**src/gbc_pkg.sv**
```systemverilog
// ----------------------------------------------------------------------------
// gbc_pkg
// types and constants shared by the grid broad-phase collision counter
// ----------------------------------------------------------------------------
package gbc_pkg;

  localparam int unsigned COORD_W    = 16;  // signed q12.4 corner
  localparam int unsigned SIZE_W     = 15;  // unsigned q11.4 extent
  localparam int unsigned TAG_W      = 16;
  localparam int unsigned HIT_W      = 4;
  localparam int unsigned GRID_CELLS = 8;
  localparam int unsigned CELL_IDX_W = 3;
  localparam int unsigned EDGE_W     = 19;  // wide enough for far cell edges
  localparam int unsigned CFG_IDX_W  = 1;

  localparam logic [HIT_W-1:0] HIT_MAX = 4'd15;

  // register indexes on the config port
  localparam logic [CFG_IDX_W-1:0] CFG_CELL_WIDTH  = 1'b0;
  localparam logic [CFG_IDX_W-1:0] CFG_CELL_HEIGHT = 1'b1;

  // request kinds
  localparam logic CMD_LOAD = 1'b0;
  localparam logic CMD_RUN  = 1'b1;

  typedef struct packed {
    logic [EDGE_W-1:0] left;
    logic [EDGE_W-1:0] top;
    logic [SIZE_W-1:0] width;
    logic [SIZE_W-1:0] height;
  } rect_t;

  typedef struct packed {
    logic [HIT_W-1:0]      hits;
    logic [GRID_CELLS-1:0] mask;
    logic [SIZE_W-1:0]     height;
    logic [SIZE_W-1:0]     width;
    logic [COORD_W-1:0]    top;
    logic [COORD_W-1:0]    left;
    logic [TAG_W-1:0]      tag;
  } box_rec_t;

  typedef enum logic [3:0] {
    ST_IDLE,
    ST_CELL,
    ST_STORE,
    ST_EMPTY,
    ST_RD_I,
    ST_LATCH_I,
    ST_RD_J,
    ST_CMP_J,
    ST_REPORT
  } state_e;

  function automatic rect_t rec_rect(box_rec_t rec);
    rect_t r;
    r.left   = {{(EDGE_W - COORD_W){rec.left[COORD_W-1]}}, rec.left};
    r.top    = {{(EDGE_W - COORD_W){rec.top[COORD_W-1]}}, rec.top};
    r.width  = rec.width;
    r.height = rec.height;
    return r;
  endfunction

endpackage

```
**src/gbc_ram.sv**
```systemverilog
// ----------------------------------------------------------------------------
// gbc_ram
// simple dual-port ram, one write and one registered read per cycle
// ----------------------------------------------------------------------------
module gbc_ram #(
  parameter int unsigned WIDTH = 8,
  parameter int unsigned DEPTH = 16
) (
  input  logic                     clk_i,
  input  logic                     we_i,
  input  logic [$clog2(DEPTH)-1:0] waddr_i,
  input  logic [WIDTH-1:0]         wdata_i,
  input  logic                     re_i,
  input  logic [$clog2(DEPTH)-1:0] raddr_i,
  output logic [WIDTH-1:0]         rdata_o
);

  logic [WIDTH-1:0] mem_q [DEPTH];

  always_ff @(posedge clk_i) begin
    if (we_i) begin
      mem_q[waddr_i] <= wdata_i;
    end
    if (re_i) begin
      rdata_o <= mem_q[raddr_i];
    end
  end

endmodule

```
**src/gbc_overlap.sv**
```systemverilog
// ----------------------------------------------------------------------------
// gbc_overlap
// strict positive-area overlap test of two rectangles, shared by cell
// marking and pair testing
// ----------------------------------------------------------------------------
module gbc_overlap (
  input  gbc_pkg::rect_t a_i,
  input  gbc_pkg::rect_t b_i,
  output logic           hit_o
);

  logic signed [gbc_pkg::EDGE_W-1:0] a_r, a_b, b_r, b_b;
  logic                              sizes_ok, x_ok, y_ok;

  assign a_r = $signed(a_i.left) + $signed({4'b0, a_i.width});
  assign a_b = $signed(a_i.top) + $signed({4'b0, a_i.height});
  assign b_r = $signed(b_i.left) + $signed({4'b0, b_i.width});
  assign b_b = $signed(b_i.top) + $signed({4'b0, b_i.height});

  // empty spans never overlap, even when nested inside the other box
  assign sizes_ok = (a_i.width != '0) && (a_i.height != '0) &&
                    (b_i.width != '0) && (b_i.height != '0);
  assign x_ok = ($signed(a_i.left) < b_r) && ($signed(b_i.left) < a_r);
  assign y_ok = ($signed(a_i.top) < b_b) && ($signed(b_i.top) < a_b);

  assign hit_o = sizes_ok && x_ok && y_ok;

endmodule

```
**src/grid_broadphase_collision_counter.sv**
```systemverilog
// ----------------------------------------------------------------------------
// grid_broadphase_collision_counter
// stores boxes with their grid cell masks, then counts strict overlaps of
// every pair sharing a cell and reports one count per box in load order
// ----------------------------------------------------------------------------
//  channel  | dir | handshake                    | payload
//  s_axis   | in  | s_axis_tvalid/s_axis_tready  | tdata: tag, left, top, width, height
//           |     |                              | tuser: command
//  m_axis   | out | m_axis_tvalid/m_axis_tready  | tdata: report_tag, hit_count
//           |     |                              | tuser: overflow, empty_run; tlast: last
//  cfg      | in  | cfg_we_i                     | cfg_idx_i, cfg_data_i
//
// a load accepts the box, passes each grid cell through the overlap unit in
// turn, then writes the store; a load into a full store is dropped and flags overflow
// a run reads each box i, then reads, compares and writes back every later box j
// in turn through the single ram read port and the shared overlap unit
// an empty run gives one empty report; reset empties the store and loads 1024 into
// both cell sizes; a stalled output freezes the pair walk at the next report
// ----------------------------------------------------------------------------
module grid_broadphase_collision_counter #(
  parameter int unsigned MAX_BOXES = 16
) (
  input  logic                           clk_i,
  input  logic                           rst_ni,
  input  logic                           s_axis_tvalid,
  output logic                           s_axis_tready,
  // [15:0] entity_tag, [31:16] box_left, [47:32] box_top,
  // [62:48] box_width, [77:63] box_height, [79:78] zero
  input  logic [79:0]                    s_axis_tdata,
  // [0] command
  input  logic [0:0]                     s_axis_tuser,
  output logic                           m_axis_tvalid,
  input  logic                           m_axis_tready,
  // [15:0] report_tag, [19:16] hit_count, [23:20] zero
  output logic [23:0]                    m_axis_tdata,
  // [0] overflow, [1] empty_run
  output logic [1:0]                     m_axis_tuser,
  output logic                           m_axis_tlast,
  input  logic                           cfg_we_i,
  input  logic [gbc_pkg::CFG_IDX_W-1:0]  cfg_idx_i,
  input  logic [gbc_pkg::SIZE_W-1:0]     cfg_data_i
);

  localparam int unsigned IDX_W = $clog2(MAX_BOXES);
  localparam int unsigned CNT_W = $clog2(MAX_BOXES + 1);
  localparam logic [CNT_W-1:0] CNT_MAX = CNT_W'(MAX_BOXES);

  gbc_pkg::state_e   state_q, state_d;
  logic [CNT_W-1:0]  count_q, count_d;
  logic              dropped_q, dropped_d;
  logic [CNT_W-1:0]  i_q, i_d;
  logic [CNT_W-1:0]  j_q, j_d;
  logic [gbc_pkg::CELL_IDX_W-1:0] k_q, k_d;
  logic [gbc_pkg::SIZE_W-1:0]     cell_w_q, cell_h_q;

  gbc_pkg::box_rec_t cur_q, cur_d;

  logic                        out_valid_q, out_valid_d;
  logic [gbc_pkg::TAG_W-1:0]   out_tag_q, out_tag_d;
  logic [gbc_pkg::HIT_W-1:0]   out_hit_q, out_hit_d;
  logic                        out_ovf_q, out_ovf_d;
  logic                        out_empty_q, out_empty_d;
  logic                        out_last_q, out_last_d;
  logic                        out_free;
  logic                        out_load;

  logic                        in_fire;
  gbc_pkg::box_rec_t           in_rec;

  logic                        ram_we, ram_re;
  logic [IDX_W-1:0]            ram_waddr, ram_raddr;
  gbc_pkg::box_rec_t           ram_wdata, ram_rdata;

  gbc_pkg::rect_t              ov_a, ov_b, cell_rect;
  logic                        ov_hit;
  logic [gbc_pkg::EDGE_W-1:0]  cell_x;
  logic                        pair_hit;
  gbc_pkg::box_rec_t           j_upd;

  // ---------------------------------------------------------------------------
  // request decode

  assign s_axis_tready = (state_q == gbc_pkg::ST_IDLE);
  assign in_fire       = s_axis_tvalid && s_axis_tready;

  always_comb begin
    in_rec        = '0;
    in_rec.tag    = s_axis_tdata[15:0];
    in_rec.left   = s_axis_tdata[31:16];
    in_rec.top    = s_axis_tdata[47:32];
    in_rec.width  = s_axis_tdata[62:48];
    in_rec.height = s_axis_tdata[77:63];
  end

  // ---------------------------------------------------------------------------
  // cell k rectangle: column k mod 4, row k div 4

  always_comb begin
    unique case (k_q[1:0])
      2'd0:    cell_x = '0;
      2'd1:    cell_x = {4'b0, cell_w_q};
      2'd2:    cell_x = {3'b0, cell_w_q, 1'b0};
      default: cell_x = {4'b0, cell_w_q} + {3'b0, cell_w_q, 1'b0};
    endcase
    cell_rect.left   = cell_x;
    cell_rect.top    = k_q[2] ? {4'b0, cell_h_q} : '0;
    cell_rect.width  = cell_w_q;
    cell_rect.height = cell_h_q;
  end

  // shared overlap unit: box vs cell while loading, box i vs box j in a run
  always_comb begin
    ov_a = gbc_pkg::rec_rect(cur_q);
    ov_b = (state_q == gbc_pkg::ST_CELL) ? cell_rect : gbc_pkg::rec_rect(ram_rdata);
  end

  gbc_overlap u_overlap (
    .a_i   (ov_a),
    .b_i   (ov_b),
    .hit_o (ov_hit)
  );

  assign pair_hit = ov_hit && ((cur_q.mask & ram_rdata.mask) != '0);

  always_comb begin
    j_upd = ram_rdata;
    if (pair_hit && ram_rdata.hits != gbc_pkg::HIT_MAX) begin
      j_upd.hits = ram_rdata.hits + 1'b1;
    end
  end

  // ---------------------------------------------------------------------------
  // sequencer

  assign out_free = !out_valid_q || m_axis_tready;

  always_comb begin
    state_d     = state_q;
    count_d     = count_q;
    dropped_d   = dropped_q;
    i_d         = i_q;
    j_d         = j_q;
    k_d         = k_q;
    cur_d       = cur_q;
    ram_we      = 1'b0;
    ram_re      = 1'b0;
    ram_waddr   = count_q[IDX_W-1:0];
    ram_raddr   = i_q[IDX_W-1:0];
    ram_wdata   = cur_q;
    out_load    = 1'b0;
    out_tag_d   = out_tag_q;
    out_hit_d   = out_hit_q;
    out_ovf_d   = out_ovf_q;
    out_empty_d = out_empty_q;
    out_last_d  = out_last_q;

    unique case (state_q)
      gbc_pkg::ST_IDLE: begin
        if (in_fire) begin
          if (s_axis_tuser[0] == gbc_pkg::CMD_RUN) begin
            i_d     = '0;
            state_d = (count_q == '0) ? gbc_pkg::ST_EMPTY : gbc_pkg::ST_RD_I;
          end else if (count_q == CNT_MAX) begin
            dropped_d = 1'b1;
          end else begin
            cur_d   = in_rec;
            k_d     = '0;
            state_d = gbc_pkg::ST_CELL;
          end
        end
      end

      gbc_pkg::ST_CELL: begin
        cur_d.mask[k_q] = ov_hit;
        k_d             = k_q + 1'b1;
        if (k_q == gbc_pkg::CELL_IDX_W'(gbc_pkg::GRID_CELLS - 1)) begin
          state_d = gbc_pkg::ST_STORE;
        end
      end

      gbc_pkg::ST_STORE: begin
        ram_we  = 1'b1;
        count_d = count_q + 1'b1;
        state_d = gbc_pkg::ST_IDLE;
      end

      gbc_pkg::ST_EMPTY: begin
        if (out_free) begin
          out_load    = 1'b1;
          out_tag_d   = '0;
          out_hit_d   = '0;
          out_ovf_d   = 1'b0;
          out_empty_d = 1'b1;
          out_last_d  = 1'b1;
          dropped_d   = 1'b0;
          state_d     = gbc_pkg::ST_IDLE;
        end
      end

      gbc_pkg::ST_RD_I: begin
        ram_re    = 1'b1;
        ram_raddr = i_q[IDX_W-1:0];
        state_d   = gbc_pkg::ST_LATCH_I;
      end

      gbc_pkg::ST_LATCH_I: begin
        // box i carries the hits it got from earlier boxes
        cur_d   = ram_rdata;
        j_d     = i_q + 1'b1;
        state_d = (i_q + 1'b1 == count_q) ? gbc_pkg::ST_REPORT : gbc_pkg::ST_RD_J;
      end

      gbc_pkg::ST_RD_J: begin
        ram_re    = 1'b1;
        ram_raddr = j_q[IDX_W-1:0];
        state_d   = gbc_pkg::ST_CMP_J;
      end

      gbc_pkg::ST_CMP_J: begin
        ram_we    = 1'b1;
        ram_waddr = j_q[IDX_W-1:0];
        ram_wdata = j_upd;
        if (pair_hit && cur_q.hits != gbc_pkg::HIT_MAX) begin
          cur_d.hits = cur_q.hits + 1'b1;
        end
        j_d     = j_q + 1'b1;
        state_d = (j_q + 1'b1 == count_q) ? gbc_pkg::ST_REPORT : gbc_pkg::ST_RD_J;
      end

      gbc_pkg::ST_REPORT: begin
        // count of box i is final once its own pairs are walked
        if (out_free) begin
          out_load    = 1'b1;
          out_tag_d   = cur_q.tag;
          out_hit_d   = cur_q.hits;
          out_ovf_d   = dropped_q;
          out_empty_d = 1'b0;
          out_last_d  = (i_q + 1'b1 == count_q);
          i_d         = i_q + 1'b1;
          if (i_q + 1'b1 == count_q) begin
            count_d   = '0;
            dropped_d = 1'b0;
            state_d   = gbc_pkg::ST_IDLE;
          end else begin
            state_d = gbc_pkg::ST_RD_I;
          end
        end
      end

      default: state_d = gbc_pkg::ST_IDLE;
    endcase
  end

  assign out_valid_d = out_load || (out_valid_q && !m_axis_tready);

  always_ff @(posedge clk_i or negedge rst_ni) begin
    if (!rst_ni) begin
      state_q     <= gbc_pkg::ST_IDLE;
      count_q     <= '0;
      dropped_q   <= 1'b0;
      out_valid_q <= 1'b0;
      cell_w_q    <= gbc_pkg::SIZE_W'(1024);
      cell_h_q    <= gbc_pkg::SIZE_W'(1024);
    end else begin
      state_q     <= state_d;
      count_q     <= count_d;
      dropped_q   <= dropped_d;
      out_valid_q <= out_valid_d;
      if (cfg_we_i) begin
        unique case (cfg_idx_i)
          gbc_pkg::CFG_CELL_WIDTH:  cell_w_q <= cfg_data_i;
          gbc_pkg::CFG_CELL_HEIGHT: cell_h_q <= cfg_data_i;
          default: ;
        endcase
      end
    end
  end

  always_ff @(posedge clk_i) begin
    i_q   <= i_d;
    j_q   <= j_d;
    k_q   <= k_d;
    cur_q <= cur_d;
    if (out_load) begin
      out_tag_q   <= out_tag_d;
      out_hit_q   <= out_hit_d;
      out_ovf_q   <= out_ovf_d;
      out_empty_q <= out_empty_d;
      out_last_q  <= out_last_d;
    end
  end

  gbc_ram #(
    .WIDTH ($bits(gbc_pkg::box_rec_t)),
    .DEPTH (MAX_BOXES)
  ) u_box_ram (
    .clk_i   (clk_i),
    .we_i    (ram_we),
    .waddr_i (ram_waddr),
    .wdata_i (ram_wdata),
    .re_i    (ram_re),
    .raddr_i (ram_raddr),
    .rdata_o (ram_rdata)
  );

  assign m_axis_tvalid = out_valid_q;
  assign m_axis_tdata  = {4'b0, out_hit_q, out_tag_q};
  assign m_axis_tuser  = {out_empty_q, out_ovf_q};
  assign m_axis_tlast  = out_last_q;

  // ---------------------------------------------------------------------------
  // assertions

  a_count_bound: assert property (@(posedge clk_i) disable iff (!rst_ni)
    count_q <= CNT_MAX)
    else $error("box count beyond store depth");

  a_empty_report: assert property (@(posedge clk_i) disable iff (!rst_ni)
    (m_axis_tvalid && m_axis_tuser[1]) |-> (m_axis_tlast && m_axis_tdata == '0 &&
                                            !m_axis_tuser[0]))
    else $error("empty run report carries data");

  a_run_clears: assert property (@(posedge clk_i) disable iff (!rst_ni)
    (out_load && out_last_d) |=> (count_q == '0 && !dropped_q))
    else $error("store not emptied after final report");

  a_pair_order: assert property (@(posedge clk_i) disable iff (!rst_ni)
    (state_q == gbc_pkg::ST_CMP_J) |-> (i_q < j_q && j_q < count_q))
    else $error("pair walk out of range");

  a_busy_no_accept: assert property (@(posedge clk_i) disable iff (!rst_ni)
    (state_q == gbc_pkg::ST_CELL) |=> (count_q == $past(count_q)))
    else $error("store count moved during cell marking");

endmodule

```
**config.mk**
```make
export PLATFORM = sky130hd
export DESIGN_NAME = grid_broadphase_collision_counter
export DESIGN_NICKNAME = d
export VERILOG_FILES = /design/src/gbc_pkg.sv /design/src/gbc_ram.sv /design/src/gbc_overlap.sv /design/src/grid_broadphase_collision_counter.sv
export SDC_FILE = /design/constraint.sdc
export NUM_CORES = 2
export LEC_CHECK = 0
export BUFFER_PORTS_ARGS = -buffer_cell sky130_fd_sc_hd__buf_4
export CAP_MARGIN = 15
export CORE_MARGIN = 3
export CORE_UTILIZATION = 57
export DETAILED_ROUTE_END_ITERATION = 6
export GPL_TIMING_DRIVEN = 0
export PLACE_DENSITY = 0.84
export SKIP_CTS_REPAIR_TIMING = 1
export SKIP_LAST_GASP = 1
export SYNTH_ARGS = -nofsm -noshare
export SYNTH_HDL_FRONTEND = slang
export SYNTH_SLANG_ARGS = --single-unit
```
**constraint.sdc**
```tcl
create_clock -name clk_i -period 5.9 [get_ports clk_i]
set_clock_uncertainty 0.15 [all_clocks]
set_input_delay 1.18 -clock clk_i [delete_from_list [all_inputs] [get_ports clk_i]]
set_output_delay 1.18 -clock clk_i [all_outputs]
set_load 0.03 [all_outputs]
```
==> flow_summary.yaml <==
run_status:
  outcome: "complete, but fails checks"
  violations: "DRC, setup timing"
floorplan:
  die_y_um: 362
  initial_core_util_pct: 57.9
  core-area_um2: 125000
  ios: 131
  dieArea_um2: 131000
  fp-row-count: 129
  die_w_um: 362
route:
  vias_per_cell: 6.95
  firstDrtPassIters: 7
  routed_wl_um: 213000
  remaining_drc_errors: 34
  vias: 44598
  ant_nets: 0
  wl_per_cell_um: 33.1
  initialDrtViolationCount: 7005
worst_setup_path:
  regToRegStartpoint: "cell_w_q[4]"
  required_ps: 6270
  start_kind: "flip-flop"
  worst_ep_arrival_time_ps: 7340
  critPathMaxStageDelay_ps: 500
  cp_max_fo: 15
  crit_slowest_cell: "dfrtp_2"
  reg2reg_depth: 28
  worstReg2RegEnd: "u_box_ram.mem_q[4][86]"
  path_class: "reg -> reg"
  setup.worst_path.end_class: "flip-flop"
  rrSetupSlack_ps: -1070
  critical_path_buf_inv_count: 3
  cp_top_family: "compound AO/OA/AOI/OAI gates"
finish:
  n_fill_cell: 7687
  nets: 4906
  final_core_util_pct: 66.4
  drive_gt1_share_pct: 23.3
  stdcell_count: 6414
  design_area_um2: 82800
  area_delta_synth_final_pct: 14.7
synth:
  ys.flop_type: "edfxtp_1"
  synthCells: 4245
  synth_top_area_share_pct: 68.9
  synth_most_common_cell: "edfxtp_1"
  synth_area_um2: 72200
  syn_area_per_cell_um2: 17.0
  yosysTopAreaCell: "edfxtp_1"
  ys_ff_latch: 1697
  synth_edf_count: 1656
  ys_seq_area_share_pct: 70.3
  yosys-top-cells-count: "edfxtp_1, nand2_1, mux4_2, ha_1, clkbuf_1"
  yosys.cell_types.count: 77
  async_flop_share_pct: 2.42
  synth_area_leaders: "edfxtp_1, mux4_2, nand2_1"
  yosys_warnings: 0
clock_network:
  cts_max_level: 4
  clockBufferDepth: 3
  clock-sinks: 1697
  path_clk_slew_ps: 70
  cts_root_buf: "clkbuf_16"
  insertion_delay_ps: 790
  cts_tree: "yes"
  cts_made_buffers: 160
sta:
  hold-worst-slack_ps: 261
  setup_viol: 76
  period_share_pct: 118
  slew_headroom_pct: 9.01
  finalMaxSlewViolations: 0
  timing.fmax_mhz: 144
  layout_min_cycle_time_ps: 6970
  fin_ws_ps: -1070
  rsz0062_at_grt: "true"
  finalHoldViolCount: 0
  worst_slew_pin_slew_ps: 1360
pwr:
  p_sw_mw: 13.0
  p_int_mw: 25.2
  p_leak_nw: 27.9
  p_comb_share_pct: 31.7
  p_clk_share_pct: 25.9
  powerDensity_nw_per_um2: 461
  p_seq_share_pct: 42.4
  vdd.ir_drop.worst_uv: 370
  swShare_pct: 33.9
place:
  dp_cells: 6086
  dpl-instance-area_um2: 77100
  place.gp.congestion: 0.959
  numPortBuffers: 124
  dp.final_hpwl_um: 136000
grt:
  grt_max_degree: 42
  track_usage_pct: 31.9
  gr-total-overflow: 0
  antenna_found_initial: 16
  grt_first_pass_wirelength_um: 300000
  grt_pass1_vias: 44252
run:
  drv_cap: 0
min_path:
  hold_path_class: "in -> async"
power by group through the flow:
stage	clock network, mW	registers (mW)	logic, mW
after floorplan	0	16.0	7.41
after global placement	0	16.5	10.1
after CTS	9.86	16.2	11.0
after detailed placement	0	16.4	10.8
after global routing	10.3	16.2	13.0
final	9.89	16.2	12.1
state kept, by name, indices dropped and copies added, names as in the netlist:
register,count
out_hit_q,4
m_axis_tvalid,1
u_box_ram.mem_q,1440
m_axis_tlast,1
state_q,4
count_q,5
cell_w_q,15
cell_h_q,15
out_tag_q,16
j_q,5
i_q,5
cur_q,90
dropped_q,1
out_empty_q,1
k_q,3
u_box_ram.rdata_o,90
out_ovf_q,1
per-layer routing:
layer / part of all wire [%] / track usage, % / up-vias
li1: - / - / 17682
met1: 34 / 41.8 / 22255
met2: 45 / 47.1 / 3894
met3: 15 / 12.2 / 757
met4: 5.7 / 16.2 / 10
met5: 0.034 / 0.472 / -
cell usage in the layout, fill, tap and decap left out, types with 10 or more instances in the layout:
master,n
o21ai_0,59
a21o_1,30
buf_12,60
clkbuf_2,10
buf_6,10
edfxtp_1,1656
and2_1,96
nand2b_1,12
o31ai_4,10
nor3_1,36
or3_1,11
mux4_2,360
nand4_1,14
a211oi_1,108
inv_1,45
ha_1,150
a21oi_1,68
clkinv_2,24
dfrtp_1,30
mux2_2,107
buf_16,14
nor4_1,22
nor2_4,18
clkbuf_1,151
clkbuf_16,165
xor2_1,43
and3_1,31
o21a_1,13
buf_4,169
nand2_1,629
a32oi_1,10
diode_2,12
xnor2_1,35
buf_2,52
clkinv_1,39
a31oi_1,105
nor2_1,88
nand3_1,51
nor2b_1,19
per-stage QoR:
step / worst slack (ps) / total power, mW / TNS (ps)
final: -1070 / 38.2 / -72780
after global routing: -1190 / 39.6 / -83590
after CTS: -2180 / 37.0 / -150470
after detailed placement: -2120 / 27.2 / -145700
after global placement: -5570 / 26.6 / -5267680
after floorplan: -429 / 23.5 / -158150
cell families after synthesis:
group / count (synthesis) / synth area share (%)
AOI/OAI and AO/OA: 499 / 4.65
other: 1 / 0.00519
muxes: 479 / 13.1
and+or+nand+nor: 1068 / 6.63
xor gates and xnor gates: 78 / 0.946
buffers and inverters: 263 / 1.59
DFF: 1697 / 70.3
adders and majority gates: 160 / 2.82
area by class of cell:
| class | count | area, um2 | area share (%) |
|---|---|---|---|
| Buffer | 215 | 1010 | 1.22 |
| Inverter | 46 | 173 | 0.209 |
| Clock buffer | 200 | 4280 | 5.17 |
| Tap cell | 1637 | 2050 | 2.47 |
| Clock inverter | 83 | 598 | 0.722 |
| Antenna cell | 12 | 30.0 | 0.0363 |
| Timing Repair Buffer | 236 | 2880 | 3.47 |
| Multi-Input combinational cell | 2288 | 21000 | 25.4 |
| Sequential cell | 1697 | 50800 | 61.3 |
how the worst max path moves through the flow:
stage                      from                       to  slack (ps)  cells after the start
floorplan            state_q[3]    u_box_ram.mem_q[0][0]        -430                      9
global placement     state_q[0]   u_box_ram.mem_q[3][32]       -5570                      9
detailed placement   state_q[0]   u_box_ram.mem_q[0][88]       -2120                     28
CTS                  state_q[0]  u_box_ram.mem_q[15][88]       -2180                     28
global route        cell_w_q[4]   u_box_ram.mem_q[8][86]       -1190                     28
finish              cell_w_q[4]   u_box_ram.mem_q[4][86]       -1070                     28
(Power assumes the default switching activity.)
